$ cat config.mk
export PLATFORM = sky130hd
export DESIGN_NAME = gamma_breathing_rgb_pwm
export DESIGN_NICKNAME = d
export VERILOG_FILES = /design/src/hw/rtl/grbp_pkg.sv /design/src/hw/rtl/grbp_tick_update.sv /design/src/hw/rtl/gamma_breathing_rgb_pwm.sv
export SDC_FILE = /design/constraint.sdc
export NUM_CORES = 1
export LEC_CHECK = 0
export BUFFER_PORTS_ARGS = -buffer_cell sky130_fd_sc_hd__buf_4
export CORE_MARGIN = 2
export CORE_UTILIZATION = 30
export DETAILED_ROUTE_END_ITERATION = 12
export GPL_TIMING_DRIVEN = 0
export PLACE_DENSITY_LB_ADDON = 0.25
export SLEW_MARGIN = 5
export SYNTH_ARGS = -nofsm -noshare
export SYNTH_HDL_FRONTEND = slang
export SYNTH_SLANG_ARGS = --single-unit
$ cat constraint.sdc
create_clock -name clock -period 4.2 [get_ports clock]
set_clock_uncertainty 0.15 [all_clocks]
set_input_delay 0.42 -clock clock [delete_from_list [all_inputs] [get_ports clock]]
set_output_delay 0.42 -clock clock [all_outputs]
set_load 0.05 [all_outputs]
$ cat src/hw/rtl/grbp_pkg.sv
// Package for the gamma breathing RGB PWM block: tick codes, the gamma
// brightness table, button toggle masks and the state record.
// No dependencies.
package grbp_pkg;

   // Number of gamma steps in use; the fade index tops out below it.
   localparam int GAMMA_STEPS = 64;

   // Highest fade index: the last gamma step, never above the table end.
   localparam logic [5:0] TOP_INDEX = 6'((GAMMA_STEPS - 1 < 63) ? GAMMA_STEPS - 1 : 63);

   // Reset values of the control state.
   localparam logic [7:0] THRESHOLD_RESET = 8'd10;
   localparam logic [2:0] ENABLE_RESET    = 3'b010;

   // Tick selector codes; the fourth code is a no-op.
   typedef enum logic [1:0] {
      TICK_PWM  = 2'd0,
      TICK_FADE = 2'd1,
      TICK_SCAN = 2'd2
   } tick_type;

   // Gamma brightness table; the top entry is full scale and is used at the top fade index.
   localparam logic [8:0] GAMMA_TABLE [64] = '{
      9'd0,   9'd1,   9'd1,   9'd1,   9'd1,   9'd1,   9'd2,   9'd2,
      9'd2,   9'd2,   9'd2,   9'd3,   9'd3,   9'd3,   9'd3,   9'd4,
      9'd4,   9'd5,   9'd5,   9'd5,   9'd6,   9'd7,   9'd7,   9'd8,
      9'd9,   9'd9,   9'd10,  9'd11,  9'd12,  9'd13,  9'd14,  9'd16,
      9'd17,  9'd19,  9'd21,  9'd22,  9'd24,  9'd27,  9'd29,  9'd32,
      9'd35,  9'd38,  9'd41,  9'd45,  9'd49,  9'd54,  9'd58,  9'd64,
      9'd70,  9'd76,  9'd83,  9'd90,  9'd99,  9'd107, 9'd117, 9'd128,
      9'd139, 9'd152, 9'd166, 9'd181, 9'd197, 9'd215, 9'd235, 9'd256
   };

   // Enable bits flipped by each button: none, red, blue, green.
   localparam logic [2:0] TOGGLE_MASK [4] = '{3'b000, 3'b001, 3'b100, 3'b010};

   // Tick state of the block, updated once per accepted beat.
   typedef struct packed {
      logic [5:0]       fade_index;
      logic             fade_rising;
      logic [2:0][7:0]  duty_counts;
      logic [2:0]       pin_levels;
      logic [2:0]       enable_bits;
      logic [3:0][7:0]  press_counts;
   } state_type;

endpackage

$ cat src/hw/rtl/grbp_tick_update.sv
// Next-state logic for one tick: PWM duty counters, fade stepping and the
// button scan chain. Depends on grbp_pkg.
module grbp_tick_update
   import grbp_pkg::*;
(
   input  state_type   state_cur,
   input  logic [1:0]  tick_sel,
   input  logic [3:0]  button_levels,
   input  logic [7:0]  press_threshold,
   output state_type   state_nxt
);

   logic [5:0] gamma_index;
   logic [8:0] duty_limit;
   logic [6:0] fade_step;
   logic       scan_done;

   // Clamp the table index to the top step and look up the duty limit.
   assign gamma_index = (state_cur.fade_index > TOP_INDEX) ? TOP_INDEX : state_cur.fade_index;
   assign duty_limit  = GAMMA_TABLE[gamma_index];

   // Fade step before bouncing at the ends.
   always_comb begin
      if (state_cur.fade_rising) begin
         fade_step = {1'b0, state_cur.fade_index} + 7'd1;
      end else if (state_cur.fade_index == 6'd0) begin
         fade_step = 7'd0;
      end else begin
         fade_step = {1'b0, state_cur.fade_index} - 7'd1;
      end
   end

   // Apply the selected tick to the state.
   always_comb begin
      state_nxt = state_cur;
      scan_done = 1'b0;
      case (tick_sel)
         TICK_PWM: begin
            for (int c = 0; c < 3; c++) begin
               if (state_cur.enable_bits[c]) begin
                  if ({1'b0, state_cur.duty_counts[c]} < duty_limit) begin
                     state_nxt.duty_counts[c] = state_cur.duty_counts[c] + 8'd1;
                     state_nxt.pin_levels[c]  = 1'b0;
                  end else begin
                     state_nxt.duty_counts[c] = 8'd0;
                     state_nxt.pin_levels[c]  = 1'b1;
                  end
               end
            end
         end
         TICK_FADE: begin
            state_nxt.fade_index = fade_step[5:0];
            if (fade_step <= 7'd1) begin
               state_nxt.fade_index  = 6'd1;
               state_nxt.fade_rising = 1'b1;
            end
            if (fade_step >= {1'b0, TOP_INDEX}) begin
               state_nxt.fade_index  = TOP_INDEX;
               state_nxt.fade_rising = 1'b0;
            end
         end
         TICK_SCAN: begin
            // The first button that is pressed, or released after a long
            // enough press, acts; the rest are skipped.
            for (int b = 0; b < 4; b++) begin
               if (!scan_done) begin
                  if (!button_levels[b]) begin
                     state_nxt.press_counts[b] = state_cur.press_counts[b] + 8'd1;
                     scan_done = 1'b1;
                  end else if (state_cur.press_counts[b] > press_threshold) begin
                     state_nxt.enable_bits     = state_cur.enable_bits ^ TOGGLE_MASK[b];
                     state_nxt.press_counts[b] = 8'd0;
                     scan_done = 1'b1;
                  end
               end
            end
         end
         default: begin
            state_nxt = state_cur;
         end
      endcase
   end

endmodule

$ cat src/hw/rtl/gamma_breathing_rgb_pwm.sv
// Top level of the gamma breathing RGB PWM block: handshakes, state and
// threshold registers. Depends on grbp_pkg and grbp_tick_update.
//
// Usage: each beat on the req_ channel is one tick of a time base chosen
// by req_type (PWM, fade step or button scan; the unused code changes
// nothing). Every beat yields exactly one beat on the rsp_ channel that
// reports the pin levels, fade level and color enables after that tick.
// Latency: the result is valid in the cycle after the request is accepted.
// Throughput: one beat per cycle; the whole tick update is one pass of
// counter and compare logic feeding the state register, which also serves
// as the result register.
// Stall: while a result waits with rsp_ready low, req_ready is low; a new
// request is taken in the same cycle the waiting result is taken.
// Reset: synchronous; fade index 0 and rising, counters and pins clear,
// green alone enabled, press threshold 10, no result pending.
// The press threshold is written through csr_write_enable/csr_write_data;
// the user must write it only while the block is idle; the block does not enforce this.
module gamma_breathing_rgb_pwm
   import grbp_pkg::*;
(
   input  logic       clock,
   input  logic       reset,
   input  logic       req_valid,
   output logic       req_ready,
   input  logic [1:0] req_type,
   input  logic [3:0] req_button_levels,
   output logic       rsp_valid,
   input  logic       rsp_ready,
   output logic       rsp_red_pin,
   output logic       rsp_green_pin,
   output logic       rsp_blue_pin,
   output logic [5:0] rsp_fade_level,
   output logic [2:0] rsp_color_enables,
   input  logic       csr_write_enable,
   input  logic [7:0] csr_write_data
);

   state_type  state_ff;
   state_type  state_in;
   state_type  state_upd;
   logic       rsp_valid_ff;
   logic       rsp_valid_in;
   logic [7:0] threshold_ff;
   logic [7:0] threshold_in;
   logic       req_accept;

   // A request is taken when no result waits or the waiting one leaves now.
   assign req_ready  = !rsp_valid_ff || rsp_ready;
   assign req_accept = req_valid && req_ready;

   grbp_tick_update u_update (
      .state_cur       (state_ff),
      .tick_sel        (req_type),
      .button_levels   (req_button_levels),
      .press_threshold (threshold_ff),
      .state_nxt       (state_upd)
   );

   // State advances only on an accepted beat.
   assign state_in     = req_accept ? state_upd : state_ff;
   assign rsp_valid_in = req_accept || (rsp_valid_ff && !rsp_ready);
   assign threshold_in = csr_write_enable ? csr_write_data : threshold_ff;

   always_ff @(posedge clock) begin
      if (reset) begin
         state_ff.fade_index   <= 6'd0;
         state_ff.fade_rising  <= 1'b1;
         state_ff.duty_counts  <= '0;
         state_ff.pin_levels   <= 3'b000;
         state_ff.enable_bits  <= ENABLE_RESET;
         state_ff.press_counts <= '0;
         rsp_valid_ff          <= 1'b0;
         threshold_ff          <= THRESHOLD_RESET;
      end else begin
         state_ff     <= state_in;
         rsp_valid_ff <= rsp_valid_in;
         threshold_ff <= threshold_in;
      end
   end

   // The result reports the state left by the last accepted tick.
   assign rsp_valid         = rsp_valid_ff;
   assign rsp_red_pin       = state_ff.pin_levels[0];
   assign rsp_green_pin     = state_ff.pin_levels[1];
   assign rsp_blue_pin      = state_ff.pin_levels[2];
   assign rsp_fade_level    = state_ff.fade_index;
   assign rsp_color_enables = state_ff.enable_bits;

`ifndef SYNTHESIS
   // A fade tick always leaves the index between 1 and the top index.
   assert property (@(posedge clock) disable iff (reset)
      (req_accept && req_type == TICK_FADE) |=>
         (state_ff.fade_index >= 6'd1 && state_ff.fade_index <= TOP_INDEX))
      else $error("fade index outside bounce range after fade tick");

   // Enables change only on an accepted scan tick.
   assert property (@(posedge clock) disable iff (reset)
      !(req_accept && req_type == TICK_SCAN) |=> $stable(state_ff.enable_bits))
      else $error("color enables changed without a scan tick");

   // The fade index changes only on an accepted fade tick.
   assert property (@(posedge clock) disable iff (reset)
      !(req_accept && req_type == TICK_FADE) |=> $stable(state_ff.fade_index))
      else $error("fade index changed without a fade tick");

   // Duty counters and pins change only on an accepted PWM tick.
   assert property (@(posedge clock) disable iff (reset)
      !(req_accept && req_type == TICK_PWM) |=>
         ($stable(state_ff.duty_counts) && $stable(state_ff.pin_levels)))
      else $error("PWM state changed without a PWM tick");
`endif

endmodule
# --- Word level (Yosys, flattened, before mapping) ---
# Memories as Yosys holds them, arrays and structs flattened.
# Index checks and enable logic that the tools add are counted.
totals:
  input_bits: 19
  register_bits: 78
  mem_count: 1
  rom_bits: 576
  word_cells: 112
classes:
  n_eq_ne: 7
  muxes: 41
  n_lt_le_gt_ge: 11
  bitwise: 7
  n_reduce_logical: 20
  n_addsub: 9
memory_table:
  columns: ["memory", "depth", "width", "rd", "rd_clocked_by_memory_dff", "wr", "line_no", "text"]
  rows:
  - ["(name not given)", 64, 9, 1, 0, 0, "grbp_tick_update.sv:20", "assign duty_limit = GAMMA_TABLE[gamma_index];"]
ops:
  columns: ["op", "count"]
  rows:
  - ["$mux 8", 10]
  - ["$add 8x1->8 const B", 7]
  - ["$gt 8x8->1", 4]
  - ["$mux 7", 4]
  - ["$lt 8x9->1", 3]
  - ["$mux 3", 8]
  - ["$mux 11", 2]
  - ["$mux 9", 2]
  - ["$reduce_and 3->1", 6]
  - ["$mux 1", 14]
  - ["$reduce_and 4->1", 3]
  - ["$ne 2x1->1 const B", 4]
  - ["$add 6x1->7 const B", 1]
  - ["$ge 7x6->1 const B", 1]
  - ["$ge 7x7->1 const B", 1]
  - ["$le 7x1->1 const B", 1]
  - ["$not 6->7", 1]
  - ["$sub 6x1->7 const B", 1]
  - ["$gt 6x6->1 const B", 1]
  - ["$logic_not 6->1", 1]
  - ["$mux 6", 1]
  - ["$not 1->1", 6]
  - ["$reduce_and 2->1", 2]
  - ["$ne 3x3->1 const B", 1]
  - ["other kinds (7)", 10]

# --- Logic depth before layout (Yosys ltp) ---
logic_depth:
  ltp_word: 11
  depth_mapped: 18
  depth_no_buf: 16

# --- Hierarchy ---
# A second synthesis with hierarchy kept.
unflattened:
  hier_cells: 931
  area_unflattened_um2: 7487.2
by_module_without_submodules:
  columns: ["module", "area_per_inst_um2", "seq_area_each_um2", "n_inst", "cells_per_inst"]
  rows:
  - ["grbp_tick_update", 3865.0, 0.0, 1, 577]
  - ["gamma_breathing_rgb_pwm", 3622.2, 1561.5, 1, 354]

# --- Worst setup path after synthesis ---
# Ideal clock, no wire load.
synth_path:
  kind: "register to register"
  start: "register state_ff, in the netlist rsp_fade_level[2]"
  end: "register state_ff[39] (netlist name)"
  stages_incl_launch_ff: 18
  setup_slack_ns: 0.960
  setup_ns: 0.088
  arrival_time_ns: 3.002
  t_required_ns: 3.962
  path_cell_list: "dfxtp_1 > buf_2 > buf_2 > clkbuf_1 > inv_1 > ha_1 > mux2i_1 > nand2_1 > o21ai_0 > nand2_1 > o21ai_0 > ha_1 > a21o_1 > a21o_1 > a21oi_1 > o21ai_0 > and2_1 > nor4_2"
synth_between:
  elab_chain_len: 8
synth_rtl:
  columns: ["element", "line_no", "text"]
  rows:
  - ["from (decl)", "gamma_breathing_rgb_pwm.sv:38", "state_type state_ff;"]
  - ["from (signal assigned)", "gamma_breathing_rgb_pwm.sv:75", "state_ff <= state_in;"]
  - ["$gt 6x6->1", "grbp_tick_update.sv:19", "assign gamma_index = (state_cur.fade_index > TOP_INDEX) ? TOP_INDEX : state_cur.fade_index;"]
  - ["$mux 6 (*)", "grbp_tick_update.sv:19", null]
  - ["$not 6->7 (not written as such) (*)", "grbp_tick_update.sv:20", null]
  - ["$mem_v2 64x9 (*)", null, null]
  - ["$mux 9 (not written as such) (*) (2 in series)", "grbp_tick_update.sv:20", null]
  - ["$lt 8x9->1 (*)", "grbp_tick_update.sv:41", "if ({1'b0, state_cur.duty_counts[c]} < duty_limit) begin"]
  - ["$mux 8 (*)", "grbp_tick_update.sv:41", null]
# Mark *: on every way between the ends. The rest lies on a longest branch, timed or not. The select of a mux whose other input is x is not followed.
# A chain may end at the register's enable or synchronous reset.

# --- Worst setup path in the final report ---
layout_path:
  start: "register state_ff, in the netlist rsp_fade_level[2]"
  end: "register state_ff[48] (netlist name)"
# The elaborated chain is that of the path after synthesis.

==> flow_metrics.py <==
metrics = {
    "run_status": {
        "status": "finished clean",
    },
    "clock_tree": {
        "clk_latency_ns": 0.34,
        "clock-sinks": 78,
        "clockRootBuffer": "clkbuf_16",
        "hold_buffers": 0,
        "clockBufferDepth": 2,
        "htree_levels": 3,
        "clkTransAtPathRegs_ns": 0.06,
        "cts_made_buffers": 9,
        "cts_tree": "done",
    },
    "critical_path": {
        "crit_path_start_kind": "register",
        "path_max_fanout": 10,
        "cp_data_required_time_ns": 4.34,
        "cpMaxStageDelayCell": "dfxtp_1",
        "cp_num_buf_inv": 4,
        "crit_family": "compound AO/OA/AOI/OAI gates",
        "crit_top_cell": "o21ai_0",
        "path_class": "reg2reg",
        "max_stage_delay_ns": 0.41,
        "arrival_ns": 4.01,
        "crit_path_end_kind": "register",
        "crit_chain": "buf_2 > buf_2 > clkbuf_2 > inv_1 > ha_1 > mux2i_1 > nand2_1 > o21ai_0 > nand2_1 > o21ai_0 > ha_1 > a21o_1 > a21o_1 > a21oi_1 > o21ai_0 > o21ai_2 > and3_1",
    },
    "power_and_ir_drop": {
        "ir_drop_uv": 200,
        "p_comb_frac": 0.126,
        "power.switching_w": 0.000483,
        "p_int_w": 0.00146,
        "swShare": 0.249,
        "p_leak_nw": 2.75,
        "p_per_area_mw_per_mm2": 301,
        "pwr-share-clk": 0.483,
        "power_frac_seq": 0.392,
    },
    "timing": {
        "setup_slack_ns": 0.328,
        "rsz0062_at_grt": "no",
        "relSlewSlack": 0.552,
        "period_share": 0.922,
        "finalCriticalPeriod_ns": 3.87,
        "fmax_ghz": 0.258,
        "hold_viol": 0,
        "worst_slew_pin_slew_ns": 0.673,
        "final.setup.tns_ns": 0,
        "finalSetupViolCount": 0,
        "slew_viol_final": 0,
    },
    "logic_synthesis": {
        "synthDominantCellAreaShare": 0.280,
        "seq_area_frac_synth": 0.280,
        "syn_nets": 750,
        "yosysUniqueCellTypes": 58,
        "yosysTopAreaCell": "dfxtp_1",
        "synth_ff_type": "dfxtp_1",
        "synthTopCellsByArea": "dfxtp_1 28%, ha_1 16%, nor2_1 4.5%",
        "synth_area_mm2": 0.00557,
        "synth_edf_count": 0,
        "yosysWarnings": 0,
        "syn-mean-instance-area_um2": 8.43,
        "async_flop_share": 0,
        "syn_inst": 661,
        "synth-seq-cells": 78,
    },
    "global_routing": {
        "grt_pass1_vias": 4525,
        "grt_remaining_overflow": 0,
        "grt_start_max_net_pins": 15,
        "grt_pass1_wl_um": 23000,
        "grt_antenna_before_repair": 0,
        "track_usage": 0.145,
    },
    "finish": {
        "nFillCells": 1885,
        "design_area_mm2": 0.00646,
        "mostFrequentLayoutCells": "77 x dfxtp_1, 70 x ha_1, 67 x nor2_1, 44 x nand2_1, 41 x buf_4",
        "syn2layout_area_growth_pct": 15.9,
        "multi_input_area_mm2": 0.00374,
        "nets": 793,
        "drive_gt1_frac": 0.127,
        "seq_area_mm2": 0.00156,
        "layout.cells.most_common": "dfxtp_1",
        "diodes": 0,
    },
    "floorplan": {
        "die_y_um": 140,
        "start_util": 0.308,
        "die_w_um": 140,
        "die_area_mm2": 0.0197,
        "pin_count": 33,
        "core_area_mm2": 0.0181,
        "fp-row-count": 49,
    },
    "route": {
        "avgRoutedWirePerCell_um": 14.8,
        "routed_via_density": 5.00,
        "vias": 4691,
        "remaining_drc_errors": 0,
        "first_pass_iters": 4,
        "routed_wl_um": 13900,
        "drtIter0Drc": 187,
        "drtAntennaViolNets": 0,
    },
    "placement": {
        "gp_congestion": 0.815,
        "io_buffers": 31,
        "hpwl_um": 10400,
        "preCtsSetupSlack_ns": 0.159,
        "placed_area_mm2": 0.00609,
    },
    "flow_run": {
        "drv_cap": 0,
    },
    "min_path": {
        "hp-class": "in2reg",
    },
}
==> through the flow <==
| stage | utilization | cells | hold slack [ns] | total power [W] |
|---|---|---|---|---|
| floorplan | - | 661 | 0.310 | 0.000948 |
| finish | 0.357 | 938 | 0.146 | 0.00194 |
| global placement | 0.337 | 921 | 0.301 | 0.00102 |
| CTS | 0.356 | 937 | 0.134 | 0.00197 |
| detailed placement | 0.337 | 921 | 0.305 | 0.00102 |
| global route | 0.357 | 938 | 0.157 | 0.00202 |
==> state kept, by name, summed over array words and instances (netlist names) <==
name	cells
state_ff	57
threshold_ff	8
rsp_fade_level	6
rsp_color_enables	3
rsp_blue_pin	1
rsp_green_pin	1
rsp_red_pin	1
rsp_valid	1
==> logic make-up (layout without fill, tap and decap cells) <==
group / after synthesis / after routing / synth area share
buf+inv: 58 / 106 / 0.0485
simple gates: 267 / 267 / 0.259
mux: 21 / 21 / 0.0429
xor+xnor: 48 / 48 / 0.0755
compound gates: 119 / 119 / 0.136
fa+ha+maj: 70 / 70 / 0.157
flops: 78 / 78 / 0.280
==> Yosys cell counts (2+ instances only) <==
cell type,number
xnor2_1,28
nor4b_1,2
o21ai_0,25
xor2_1,20
a21bo_2,2
o31a_1,3
nor3b_1,3
nand4_1,27
nor4_1,5
nand2_1,44
mux2_2,3
nor4_2,3
a22oi_1,5
o21ai_2,3
mux4_2,2
o22ai_1,3
and2_1,15
nand2b_1,3
a31oi_1,4
inv_1,22
or3_1,10
and4_1,2
a21o_1,9
nor3_1,7
nor4b_2,2
mux2i_1,16
o211ai_1,6
and4b_1,2
nor2_1,67
buf_4,9
a211oi_1,5
and3_1,28
a21oi_1,39
clkbuf_1,16
nand3_1,30
buf_2,9
a211o_1,3
or2_2,2
ha_1,70
nor2b_1,10
a311oi_1,3
dfxtp_1,78
==> power groups by stage <==
stage               Clock, W  Combinational [W]  Sequential [W]
global route        0.000991           0.000271        0.000762
detailed placement         0           0.000245        0.000777
finish              0.000937           0.000244        0.000761
CTS                 0.000965           0.000246        0.000760
floorplan                  0           0.000171        0.000777
global placement           0           0.000245        0.000777
==> routing by layer <==
layer  part of all wire  GRT usage
met1               0.49      0.186
met2               0.47      0.249
met3              0.028     0.0294
met4              0.012     0.0377
met5                  0          0
==> tightest hold or removal path, stage by stage <==
cell      delay [ns]
buf_4           0.08
nand2_1         0.04
o211ai_1        0.06
==> final timing paths <==
kind | to | cells past startpoint | from | slack [ns]
worst max-delay path | state_ff[48]$_SDFFE_PP0P_ | 17 | rsp_fade_level[2]$_SDFFE_PP0P_ | 0.33
worst min-delay path | threshold_ff[3]$_SDFFE_PP1P_ | 3 | csr_write_data[3] | 0.15
worst max register to register | state_ff[48]$_SDFFE_PP0P_ | 17 | rsp_fade_level[2]$_SDFFE_PP0P_ | 0.33
worst min register to register | rsp_red_pin$_SDFFE_PP0P_ | 2 | rsp_red_pin$_SDFFE_PP0P_ | 0.31
==> repair_timing <==
item,4_1_cts,5_1_grt
gates resized for setup,0,3
endpoints found under the setup margin,0,25
buffers inserted,0,1
==> cell type report <==
type                       count  share of cell area
inverter                      22              0.0128
buffer                        36              0.0293
clock buffer                  11              0.0391
sequential                    78               0.242
multi-input combinational    525               0.579
tap                          229              0.0444
timing repair buffer          32              0.0372
clock inverter                 5              0.0161
(Power assumes the default switching activity.)
